===== config.mk =====
export PLATFORM = sky130hd
export DESIGN_NAME = sensor_average_and_smoothing_core
export DESIGN_NICKNAME = d
export VERILOG_FILES = /design/src/sasc_pkg.sv /design/src/sensor_average_and_smoothing_core.sv /design/src/sasc_front.sv /design/src/sasc_queue.sv /design/src/sasc_back.sv
export SDC_FILE = /design/constraint.sdc
export NUM_CORES = 2
export LEC_CHECK = 0
export BUFFER_PORTS_ARGS = -buffer_cell sky130_fd_sc_hd__buf_2
export CORE_UTILIZATION = 35
export CTS_CLUSTER_SIZE = 25
export DETAILED_ROUTE_END_ITERATION = 7
export SYNTH_ARGS = -nofsm -noshare
export SYNTH_HDL_FRONTEND = slang
export SYNTH_HIERARCHICAL = 1
export SYNTH_SLANG_ARGS = --single-unit

===== constraint.sdc =====
create_clock -name clk -period 8.7 [get_ports clk]
set_clock_uncertainty 0.15 [all_clocks]
set_input_delay 0.435 -clock clk [delete_from_list [all_inputs] [get_ports clk]]
set_output_delay 0.435 -clock clk [all_outputs]
set_load 0.01 [all_outputs]

===== src/sasc_pkg.sv =====
package sasc_pkg;

    // Field widths
    localparam int SAMPLE_W   = 12;
    localparam int POS_OUT_W  = 4;
    localparam int TEMP_W     = 21;
    localparam int GAIN_W     = 8;
    localparam int OFFSET_W   = 16;
    localparam int ALPHA_W    = 9;

    // Stream widths (whole bytes)
    localparam int S_TDATA_W  = 16;
    localparam int M_TDATA_W  = 80;

    // Configuration port
    localparam int CFG_ADDR_W = 2;
    localparam int CFG_DATA_W = 16;

    localparam logic [CFG_ADDR_W-1:0] REG_GAIN   = 2'd0;
    localparam logic [CFG_ADDR_W-1:0] REG_OFFSET = 2'd1;
    localparam logic [CFG_ADDR_W-1:0] REG_ALPHA  = 2'd2;

    localparam logic [GAIN_W-1:0]   GAIN_RST   = 8'd33;
    localparam logic [OFFSET_W-1:0] OFFSET_RST = 16'd17351;
    localparam logic [ALPHA_W-1:0]  ALPHA_RST  = 9'd205;

    // Smoothing weight of one, and the Q8 shift that goes with it
    localparam logic [ALPHA_W-1:0] ALPHA_ONE   = 9'd256;
    localparam int                 ALPHA_SHIFT = 8;

    // gain * sample product, and the weighted smoothing terms
    localparam int PROD_W = GAIN_W + SAMPLE_W;
    localparam int WACC_W = TEMP_W + ALPHA_W + 1;

    typedef struct packed {
        logic [GAIN_W-1:0]   gain;
        logic [OFFSET_W-1:0] offset;
        logic [ALPHA_W-1:0]  alpha;
    } cfg_t;

    typedef struct packed {
        logic signed [TEMP_W-1:0] smoothed;
        logic signed [TEMP_W-1:0] mtemp;
        logic signed [TEMP_W-1:0] inst;
        logic [POS_OUT_W-1:0]     pos;
        logic [SAMPLE_W-1:0]      mean;
    } res_t;

endpackage


===== src/sensor_average_and_smoothing_core.sv =====
// Channel   Direction  Beat fields
// s_*       in         tdata: sample[11:0], zero pad [15:12]
// m_*       out        tdata: mean_sample, next_position, instant_temp, mean_temp,
//                             smoothed_temp, zero pad [79]
// cfg_*     in         write: 0 temp_gain, 1 temp_offset, 2 smoothing_alpha
//
// Front takes a sample in F_IDLE, then does the ring update in F_UPD (registered
// ring read, then sum update) before it takes the next. Back steps each sample
// through B_MEAN, B_MUL and B_DONE (mean correction, then the two smoothing
// multiplies) and loads the next queue entry in B_IDLE or on leaving B_DONE.
// rst_n clears ring (valid bits), sum, position and smoothed value at once.
// The output register lets the back finish one more sample while m_tready is low.
module sensor_average_and_smoothing_core #(
    parameter int TAPS = 16
) (
    input  logic                            clk,
    input  logic                            rst_n,
    // sample[11:0], zero pad above
    input  logic [sasc_pkg::S_TDATA_W-1:0]  s_tdata,
    input  logic                            s_tvalid,
    output logic                            s_tready,
    // mean_sample[11:0], next_position[15:12], instant_temp[36:16],
    // mean_temp[57:37], smoothed_temp[78:58], zero pad [79]
    output logic [sasc_pkg::M_TDATA_W-1:0]  m_tdata,
    output logic                            m_tvalid,
    input  logic                            m_tready,
    input  logic                            cfg_we,
    input  logic [sasc_pkg::CFG_ADDR_W-1:0] cfg_addr,
    input  logic [sasc_pkg::CFG_DATA_W-1:0] cfg_data
);
    import sasc_pkg::*;

    localparam int SUM_W   = SAMPLE_W + $clog2(TAPS);
    localparam int ENTRY_W = POS_OUT_W + SUM_W + SAMPLE_W;

    cfg_t               cfg_reg;
    res_t               res;
    logic               q_full;
    logic               q_push;
    logic               q_pop;
    logic               q_valid;
    logic [ENTRY_W-1:0] q_in;
    logic [ENTRY_W-1:0] q_head;

    // Configuration registers
    always_ff @(posedge clk or negedge rst_n)
    begin
        if (!rst_n)
        begin
            cfg_reg.gain   <= GAIN_RST;
            cfg_reg.offset <= OFFSET_RST;
            cfg_reg.alpha  <= ALPHA_RST;
        end
        else if (cfg_we)
        begin
            unique case (cfg_addr)
                REG_GAIN:   cfg_reg.gain   <= cfg_data[GAIN_W-1:0];
                REG_OFFSET: cfg_reg.offset <= cfg_data[OFFSET_W-1:0];
                REG_ALPHA:  cfg_reg.alpha  <= cfg_data[ALPHA_W-1:0];
                default:    ;
            endcase
        end
    end

    sasc_front #(
        .TAPS    (TAPS),
        .ENTRY_W (ENTRY_W)
    ) u_front (
        .clk     (clk),
        .rst_n   (rst_n),
        .s_valid (s_tvalid),
        .s_ready (s_tready),
        .sample  (s_tdata[SAMPLE_W-1:0]),
        .q_full  (q_full),
        .q_push  (q_push),
        .q_data  (q_in)
    );

    sasc_queue #(
        .DATA_W (ENTRY_W)
    ) u_queue (
        .clk       (clk),
        .rst_n     (rst_n),
        .push      (q_push),
        .push_data (q_in),
        .pop       (q_pop),
        .full      (q_full),
        .valid     (q_valid),
        .head      (q_head)
    );

    sasc_back #(
        .TAPS    (TAPS),
        .ENTRY_W (ENTRY_W)
    ) u_back (
        .clk     (clk),
        .rst_n   (rst_n),
        .cfg     (cfg_reg),
        .q_valid (q_valid),
        .q_pop   (q_pop),
        .q_data  (q_head),
        .m_valid (m_tvalid),
        .m_ready (m_tready),
        .res     (res)
    );

    // Output beat packing
    assign m_tdata = {1'b0, res.smoothed, res.mtemp, res.inst, res.pos, res.mean};

endmodule


===== src/sasc_front.sv =====
module sasc_front #(
    parameter int TAPS    = 16,
    parameter int ENTRY_W = 32
) (
    input  logic                          clk,
    input  logic                          rst_n,
    input  logic                          s_valid,
    output logic                          s_ready,
    input  logic [sasc_pkg::SAMPLE_W-1:0] sample,
    input  logic                          q_full,
    output logic                          q_push,
    output logic [ENTRY_W-1:0]            q_data
);
    import sasc_pkg::*;

    localparam int PW    = $clog2(TAPS);
    localparam int SUM_W = SAMPLE_W + PW;

    localparam logic [PW-1:0] POS_LAST = PW'(TAPS - 1);

    localparam logic F_IDLE = 1'b0;
    localparam logic F_UPD  = 1'b1;

    logic                state_reg, state_next;
    logic [SAMPLE_W-1:0] sample_reg;
    logic [PW-1:0]       pos_reg, pos_next;
    logic [SUM_W-1:0]    sum_reg, sum_next;
    logic [TAPS-1:0]     valid_reg;
    logic [SAMPLE_W-1:0] rd_data_reg;
    logic [SAMPLE_W-1:0] old_sample;
    logic                accept;

    logic [SAMPLE_W-1:0] ring_mem [TAPS];

    // Take a sample only when the queue has room for its entry next cycle
    assign s_ready = (state_reg == F_IDLE) && !q_full;
    assign accept  = s_valid && s_ready;
    assign q_push  = (state_reg == F_UPD);

    // Ring slot being replaced; an unwritten slot counts as zero
    assign old_sample = valid_reg[pos_reg] ? rd_data_reg : '0;
    assign sum_next   = sum_reg - SUM_W'(old_sample) + SUM_W'(sample_reg);
    assign pos_next   = (pos_reg == POS_LAST) ? '0 : pos_reg + PW'(1);
    assign q_data     = {POS_OUT_W'(pos_next), sum_next, sample_reg};

    always_comb
    begin
        state_next = state_reg;
        unique case (state_reg)
            F_IDLE:
            begin
                if (accept)
                begin
                    state_next = F_UPD;
                end
            end
            F_UPD:
            begin
                state_next = F_IDLE;
            end
            default:
            begin
                state_next = F_IDLE;
            end
        endcase
    end

    // Control state
    always_ff @(posedge clk or negedge rst_n)
    begin
        if (!rst_n)
        begin
            state_reg <= F_IDLE;
            pos_reg   <= '0;
            sum_reg   <= '0;
            valid_reg <= '0;
        end
        else
        begin
            state_reg <= state_next;
            if (state_reg == F_UPD)
            begin
                pos_reg            <= pos_next;
                sum_reg            <= sum_next;
                valid_reg[pos_reg] <= 1'b1;
            end
        end
    end

    // Held sample
    always_ff @(posedge clk)
    begin
        if (accept)
        begin
            sample_reg <= sample;
        end
    end

    // Sample ring: one write, one registered read at the write position
    always_ff @(posedge clk)
    begin
        if (state_reg == F_UPD)
        begin
            ring_mem[pos_reg] <= sample_reg;
        end
        rd_data_reg <= ring_mem[pos_reg];
    end

endmodule


===== src/sasc_queue.sv =====
module sasc_queue #(
    parameter int DATA_W = 32
) (
    input  logic              clk,
    input  logic              rst_n,
    input  logic              push,
    input  logic [DATA_W-1:0] push_data,
    input  logic              pop,
    output logic              full,
    output logic              valid,
    output logic [DATA_W-1:0] head
);

    // Two-entry queue between front and back
    logic [DATA_W-1:0] slot_reg [2];
    logic              wr_ptr_reg;
    logic              rd_ptr_reg;
    logic [1:0]        count_reg;

    assign full  = (count_reg == 2'd2);
    assign valid = (count_reg != 2'd0);
    assign head  = slot_reg[rd_ptr_reg];

    always_ff @(posedge clk or negedge rst_n)
    begin
        if (!rst_n)
        begin
            wr_ptr_reg <= 1'b0;
            rd_ptr_reg <= 1'b0;
            count_reg  <= 2'd0;
        end
        else
        begin
            if (push)
            begin
                wr_ptr_reg <= ~wr_ptr_reg;
            end
            if (pop)
            begin
                rd_ptr_reg <= ~rd_ptr_reg;
            end
            if (push && !pop)
            begin
                count_reg <= count_reg + 2'd1;
            end
            else if (pop && !push)
            begin
                count_reg <= count_reg - 2'd1;
            end
        end
    end

    always_ff @(posedge clk)
    begin
        if (push)
        begin
            slot_reg[wr_ptr_reg] <= push_data;
        end
    end

endmodule


===== src/sasc_back.sv =====
module sasc_back #(
    parameter int TAPS    = 16,
    parameter int ENTRY_W = 32
) (
    input  logic               clk,
    input  logic               rst_n,
    input  sasc_pkg::cfg_t     cfg,
    input  logic               q_valid,
    output logic               q_pop,
    input  logic [ENTRY_W-1:0] q_data,
    output logic               m_valid,
    input  logic               m_ready,
    output sasc_pkg::res_t     res
);
    import sasc_pkg::*;

    localparam int PW      = $clog2(TAPS);
    localparam int SUM_W   = SAMPLE_W + PW;
    localparam int RECIP_W = SUM_W - PW + 1;
    localparam int QP_W    = SUM_W + RECIP_W;

    // floor(2^SUM_W / TAPS): estimate is exact or one low
    localparam logic [RECIP_W-1:0] RECIP  = RECIP_W'((64'd1 << SUM_W) / TAPS);
    localparam logic [SUM_W-1:0]   TAPS_C = SUM_W'(TAPS);

    localparam logic [1:0] B_IDLE = 2'd0;
    localparam logic [1:0] B_MEAN = 2'd1;
    localparam logic [1:0] B_MUL  = 2'd2;
    localparam logic [1:0] B_DONE = 2'd3;

    logic [1:0]               state_reg, state_next;
    logic                     out_free;
    logic                     load_head;

    logic [SAMPLE_W-1:0]      h_sample;
    logic [SUM_W-1:0]         h_sum;
    logic [POS_OUT_W-1:0]     h_pos;

    logic [SUM_W-1:0]         sum_reg;
    logic [POS_OUT_W-1:0]     pos_reg;
    logic [QP_W-1:0]          qprod_reg;
    logic [PROD_W-1:0]        iprod_reg;
    logic [SAMPLE_W-1:0]      mean_reg;
    logic signed [TEMP_W-1:0] inst_reg;
    logic signed [WACC_W-1:0] pa_reg;
    logic signed [WACC_W-1:0] pb_reg;
    logic [PROD_W-1:0]        mprod_reg;
    logic signed [TEMP_W-1:0] smoothed_reg;
    logic                     m_valid_reg;
    res_t                     res_reg;

    logic [SAMPLE_W-1:0]      q0;
    logic [SUM_W-1:0]         rem;
    logic [ALPHA_W-1:0]       a_eff;
    logic [ALPHA_W-1:0]       b_eff;
    logic signed [ALPHA_W:0]  a_s;
    logic signed [ALPHA_W:0]  b_s;
    logic signed [WACC_W-1:0] acc;
    logic signed [TEMP_W-1:0] sm_next;
    logic signed [TEMP_W-1:0] mtemp_next;

    // Queue entry fields
    assign h_sample = q_data[0 +: SAMPLE_W];
    assign h_sum    = q_data[SAMPLE_W +: SUM_W];
    assign h_pos    = q_data[SAMPLE_W + SUM_W +: POS_OUT_W];

    assign out_free  = !m_valid_reg || m_ready;
    assign load_head = q_valid &&
                       ((state_reg == B_IDLE) || ((state_reg == B_DONE) && out_free));
    assign q_pop     = load_head;

    // Mean: reciprocal estimate, then one correction step
    assign q0  = qprod_reg[SUM_W +: SAMPLE_W];
    assign rem = sum_reg - SUM_W'(q0) * TAPS_C;

    // Smoothing weights, alpha clamped to one
    assign a_eff = (cfg.alpha > ALPHA_ONE) ? ALPHA_ONE : cfg.alpha;
    assign b_eff = ALPHA_ONE - a_eff;
    assign a_s   = signed'({1'b0, a_eff});
    assign b_s   = signed'({1'b0, b_eff});

    // Weighted sum, floor shift by taking the upper bits
    assign acc        = pa_reg + pb_reg;
    assign sm_next    = acc[ALPHA_SHIFT +: TEMP_W];
    assign mtemp_next = TEMP_W'(mprod_reg) - TEMP_W'(cfg.offset);

    always_comb
    begin
        state_next = state_reg;
        unique case (state_reg)
            B_IDLE:
            begin
                if (q_valid)
                begin
                    state_next = B_MEAN;
                end
            end
            B_MEAN:
            begin
                state_next = B_MUL;
            end
            B_MUL:
            begin
                state_next = B_DONE;
            end
            B_DONE:
            begin
                if (out_free)
                begin
                    state_next = q_valid ? B_MEAN : B_IDLE;
                end
            end
            default:
            begin
                state_next = B_IDLE;
            end
        endcase
    end

    // Control state, smoothed value and output beat valid
    always_ff @(posedge clk or negedge rst_n)
    begin
        if (!rst_n)
        begin
            state_reg    <= B_IDLE;
            smoothed_reg <= '0;
            m_valid_reg  <= 1'b0;
        end
        else
        begin
            state_reg <= state_next;
            if ((state_reg == B_DONE) && out_free)
            begin
                smoothed_reg <= sm_next;
                m_valid_reg  <= 1'b1;
            end
            else if (m_ready)
            begin
                m_valid_reg <= 1'b0;
            end
        end
    end

    // Datapath stages
    always_ff @(posedge clk)
    begin
        if (load_head)
        begin
            sum_reg   <= h_sum;
            pos_reg   <= h_pos;
            qprod_reg <= QP_W'(h_sum) * QP_W'(RECIP);
            iprod_reg <= PROD_W'(cfg.gain) * PROD_W'(h_sample);
        end
        if (state_reg == B_MEAN)
        begin
            mean_reg <= q0 + SAMPLE_W'(rem >= TAPS_C);
            inst_reg <= TEMP_W'(iprod_reg) - TEMP_W'(cfg.offset);
            pa_reg   <= WACC_W'(a_s) * WACC_W'(smoothed_reg);
        end
        if (state_reg == B_MUL)
        begin
            pb_reg    <= WACC_W'(b_s) * WACC_W'(inst_reg);
            mprod_reg <= PROD_W'(cfg.gain) * PROD_W'(mean_reg);
        end
        if ((state_reg == B_DONE) && out_free)
        begin
            res_reg.mean     <= mean_reg;
            res_reg.pos      <= pos_reg;
            res_reg.inst     <= inst_reg;
            res_reg.mtemp    <= mtemp_next;
            res_reg.smoothed <= sm_next;
        end
    end

    assign m_valid = m_valid_reg;
    assign res     = res_reg;

endmodule


# After elaboration in Yosys (flattened, before gate mapping)
# Memory sizes are Yosys's and may differ from the RTL's. A register that Yosys moved wholly into a read port is not among the register bits.
# Cells that the tools add are included.
# Widths: inputs -> output; s select.
dict set report totals {
  mem_bits_rw 256
  memories 2
  in_bits 39
  reg_bits 340
}
dict set report classes {
  multipliers 4
  muxes 19
  add_sub_neg 11
  order_cmp 4
  n_eq_ne 9
  reduce_logical 22
  n_bitwise 4
}
# memory depth word_bits read_ports rd_ports_with_merged_regs wr line
set mem_list {}
lappend mem_list {u_front.ring_mem 16 12 1 1 1 sasc_front.sv:33} ;# logic [SAMPLE_W-1:0] ring_mem [TAPS];
lappend mem_list {u_queue.slot_reg 2 32 1 0 1 sasc_queue.sv:15} ;# logic [DATA_W-1:0] slot_reg [2];
# op count
set ops {}
lappend ops {{$mul 10x21->29} 2}
lappend ops {{$sub 20x16->21} 2}
lappend ops {{$mul 8x12->20} 2}
lappend ops {{$add 29x29->29} 1}
lappend ops {{$add 16x12->16} 1}
lappend ops {{$ge 16x5->1 const B} 1}
lappend ops {{$or 16x16->16} 1}
lappend ops {{$sub 16x12->16} 1}
lappend ops {{$sub 16x16->16} 1}
lappend ops {{$add 12x1->12} 1}
lappend ops {{$mux 12} 1}
lappend ops {{$gt 9x9->1 const B} 1}
lappend ops {{$mux 9} 1}
lappend ops {{$sub 9x9->9 const A} 1}
lappend ops {{$eq 2x2->1 const B} 4}
lappend ops {{$mux 1} 8}
lappend ops {{$mux 2} 4}
lappend ops {{$pmux 2 s4} 1}
lappend ops {{$reduce_and 2->1} 4}
lappend ops {{$logic_and 1x1->1} 7}
lappend ops {{$reduce_bool 2->1} 3}
lappend ops {{$lt 4x5->1 const B} 1}
lappend ops {{$add 4x1->4 const B} 1}
lappend ops {{$bmux 1 s4} 1}
lappend ops {{13 further kinds} 22}

# Longest topological paths before layout
dict set report depth {
  depth_word 8
  ltp_mapped 30
}

# Hierarchy
# The synthesis kept the hierarchy.
# module cells_each seq_area_each_um2 area_per_inst_um2 instances
set by_module_without_submodules {}
lappend by_module_without_submodules {sasc_back 2904 7387.1 29240.5 1}
lappend by_module_without_submodules {sasc_front 636 7292.0 10842.9 1}
lappend by_module_without_submodules {sasc_queue 116 2021.9 2651.3 1}
lappend by_module_without_submodules {sensor_average_and_smoothing_core 72 844.6 1288.7 1}

# Worst setup path after synthesis
# OpenSTA, ideal clock, no wires.
dict set report synth_path {
  path_type {register to register}
  start {register cfg_reg[0] (netlist name)}
  end {register u_back.pb_reg[20], data pin}
  path_stages_with_launch 28
  setup_ns 0.180
  n_path_buf 3
  path_slack_ns 1.663
  t_arrival_ns 6.707
  cell_sequence {dfstp_2 -> nor2b_1 -> clkbuf_1 -> clkbuf_1 -> inv_1 -> ha_1 -> nand2_1 -> nor3_1 -> xnor2_1 -> clkbuf_1 -> and2_1 -> fa_1 -> fa_1 -> fa_1 -> fa_1 -> inv_1 -> fa_1 -> inv_1 -> ha_1 -> a21o_1 -> a2111oi_0 -> a21boi_1 -> o31ai_1 -> a21oi_1 -> nor2b_1 -> o21ai_1 -> or4b_1 -> o311ai_1}
}
dict set report synth_between {
  elab_chain_cells 4
}
# element line
set synth_rtl {}
lappend synth_rtl {{start: declaration} sensor_average_and_smoothing_core.sv:36} ;# cfg_t cfg_reg;
lappend synth_rtl {{$gt 9x9->1} sasc_back.sv:77} ;# assign a_eff = (cfg.alpha > ALPHA_ONE) ? ALPHA_ONE : cfg.alpha;
lappend synth_rtl {{$mux 9 (*)} sasc_back.sv:77}
lappend synth_rtl {{$sub 9x9->9 (*)} sasc_back.sv:78} ;# assign b_eff = ALPHA_ONE - a_eff;
lappend synth_rtl {{$mul 10x21->29 (*)} sasc_back.sv:162} ;# pb_reg <= WACC_W'(b_s) * WACC_W'(inst_reg);
lappend synth_rtl {{end signal: assignment} sasc_back.sv:162}
lappend synth_rtl {{end: declaration} sasc_back.sv:46} ;# logic signed [WACC_W-1:0] pb_reg;
# Every way passes the cells marked *; elsewhere a longest branch is shown, timed or not.
# A chain may end at the register's enable or synchronous reset.

# Worst setup path after layout
dict set report layout_path {
  start {register cfg_reg[0] (netlist name)}
  end {register u_back.pb_reg[28], data pin}
}
# The elaborated chain is that of the path after synthesis.

==> run_results.csv <==
group,metric,value,unit
route,routedWlPerCell,17.68,um
worst_setup_path,criticalPathCategory,"reg -> reg",
sta,timing.final.crit_share,87.62,%
final_layout,multiInputGateArea,23670,um^2
floorplan,rows,129,
sta,slew_violations,0,
route,vias,27100,
cts,cts_sinks,596,
worst_setup_path,rrSetupSlack,1080,ps
worst_setup_path,cp_top_family,"adder cells",
floorplan,chipHeight,355.4,um
cts,clk_pin_slew,60,ps
sta,period_minus_slack,7623,ps
sta,worstMarginPinSlew,1192,ps
place,gp_congestion,0.8337,
floorplan,io_pins,121,
outcome,violations,"DRC",
sta,finalSetupViolations,0,
global_routing,grt_pass1_wl,157600,um
final_layout,fin_nets,4616,
final_layout,stdcell_area,48830,um^2
outcome,status,"finished, violations left",
worst_setup_path,critical_path_arrival,7860,ps
worst_setup_path,crit_start,"cfg_reg[0]",
cts,clock_latency,640,ps
final_layout,final_layout_size_suffix_gt1_share,12.44,%
worst_setup_path,cp_common_cell,"fa_1",
global_routing,grt_usage,15.90,%
final_layout,final.fill_count,11800,
worst_setup_path,critPathCaptureType,"flop",
route,routed_via_density,4.883,
cts,post_cts_resized,0,
floorplan,start_util,35.32,%
cts,clockBufferDepth,3,
worst_setup_path,max_stage_delay,920,ps
logic_synthesis,syn_nets,4478,
route,first_pass_iters,7,
global_routing,overflow,0,
logic_synthesis,syn_area,43720,um^2
worst_setup_path,reg2reg_from,"cfg_reg[0]",
floorplan,dieWidth,355.4,um
logic_synthesis,syn_inst,3716,
worst_setup_path,slowest_stage,"xor2_1",
cts,cts-buffers-inserted,66,
worst_setup_path,critical_path_buf_inv_count,4,
sta,fin_tns_setup,0,ps
sta,rsz0062_at_grt,"no",
floorplan,dieArea,126300,um^2
place,numPortBuffers,115,
final_layout,final_cell_mix,"inv_1 (595), edfxtp_1 (486), fa_1 (434)",
sta,fmax,131.2,MHz
worst_setup_path,worstSetupStartpointType,"flop",
place,hpwl,72220,um
route,drt_iter0_drc,1581,
global_routing,grt_max_degree,57,
global_routing,first_global_vias,28510,
sta,slew_headroom,20.13,%
final_layout,final_common_cell,"inv_1",
min_path,hp-class,"in -> reg",
worst_setup_path,critPathMaxFanout,9,
cts,cts_max_level,3,
min_path,hold_start,"cfg_data[5]",
route,antenna_left,0,
cts,cts_tree,"built",
route,drcViolationCount,50,
cts,cts_root_buf,"clkbuf_16",
global_routing,antenna_found_initial,9,
place,placed_area,46250,um^2
floorplan,core-area,123800,um^2
run,max-cap-violations,0,
logic_synthesis,yosysWarnings,6,
sta,hold_viol,0,
worst_setup_path,path_cells,"nor2b_2, inv_1, ha_1, nand2_1, xor2_1, buf_4, and2_1, fa_1, fa_1, fa_1, fa_1, inv_1, fa_1, inv_1, ha_1, a2111oi_0, a21boi_1, nor3_1, o311ai_1, a21boi_1, o21ai_1, a21oi_1, xnor2_1",
worst_setup_path,cp.required,8930,ps
final_layout,largest_reg_flops,192,
final_layout,ff_latch_area,17310,um^2
final_layout,syn_to_final_growth,11.69,%
logic_synthesis,syn_avg_cell_area,11.77,um^2
route,totalWireLength,98110,um
-- path summary, 6_finish.rpt --
| kind | end | depth (start not counted) |
|---|---|---|
| max in group asynchronous | u_front/pos_reg[0] | 4 |
| worst max register to register | u_back/pb_reg[28] | 23 |
| worst min-delay path | cfg_reg[14] | 2 |
| worst max-delay path | u_back/pb_reg[28] | 23 |
| worst min register to register | u_back/mean_reg[4] | 0 |
| min in group asynchronous | u_back/smoothed_reg[0] | 2 |
-- per-stage QoR --
step	setup slack, ps	hold slack, ps	util, %	std cells
global placement	1154	200.8	37.36	5397
global route	612.9	8.529	39.44	5546
floorplan	1663	-10.59	-	3716
detailed placement	1104	204.9	37.36	5397
finish	1077	26.60	39.45	5549
CTS	1079	0.9422	39.43	5544
-- metal layers --
layer	routed length, um	track usage [%]	part of all wire, %	vias up
met4	2251	4.138	2.3	4
li1	-	-	-	12590
met5	22	0	0.022	-
met3	3919	2.277	4.0	149
met2	47120	26.71	48	523
met1	44800	21.47	46	13830
-- layout make-up --
class,count,area share [%]
diodes,4,0.02050
inverters,597,4.594
flip-flops and latches,596,35.45
repair buffers,195,2.547
clock inverters,42,1.138
well taps,1637,4.194
multi-input cells,2398,48.47
clock buffers,80,3.592
-- repair_timing --
action	4_1_cts	5_1_grt
endpoints found under the hold margin	50	1
setup endpoints to repair	0	0
setup buffers	0	0
hold buffers	25	1
Power is not shown: default switching activity piles up to over one toggle a cycle in this logic, so the estimate is an artifact.
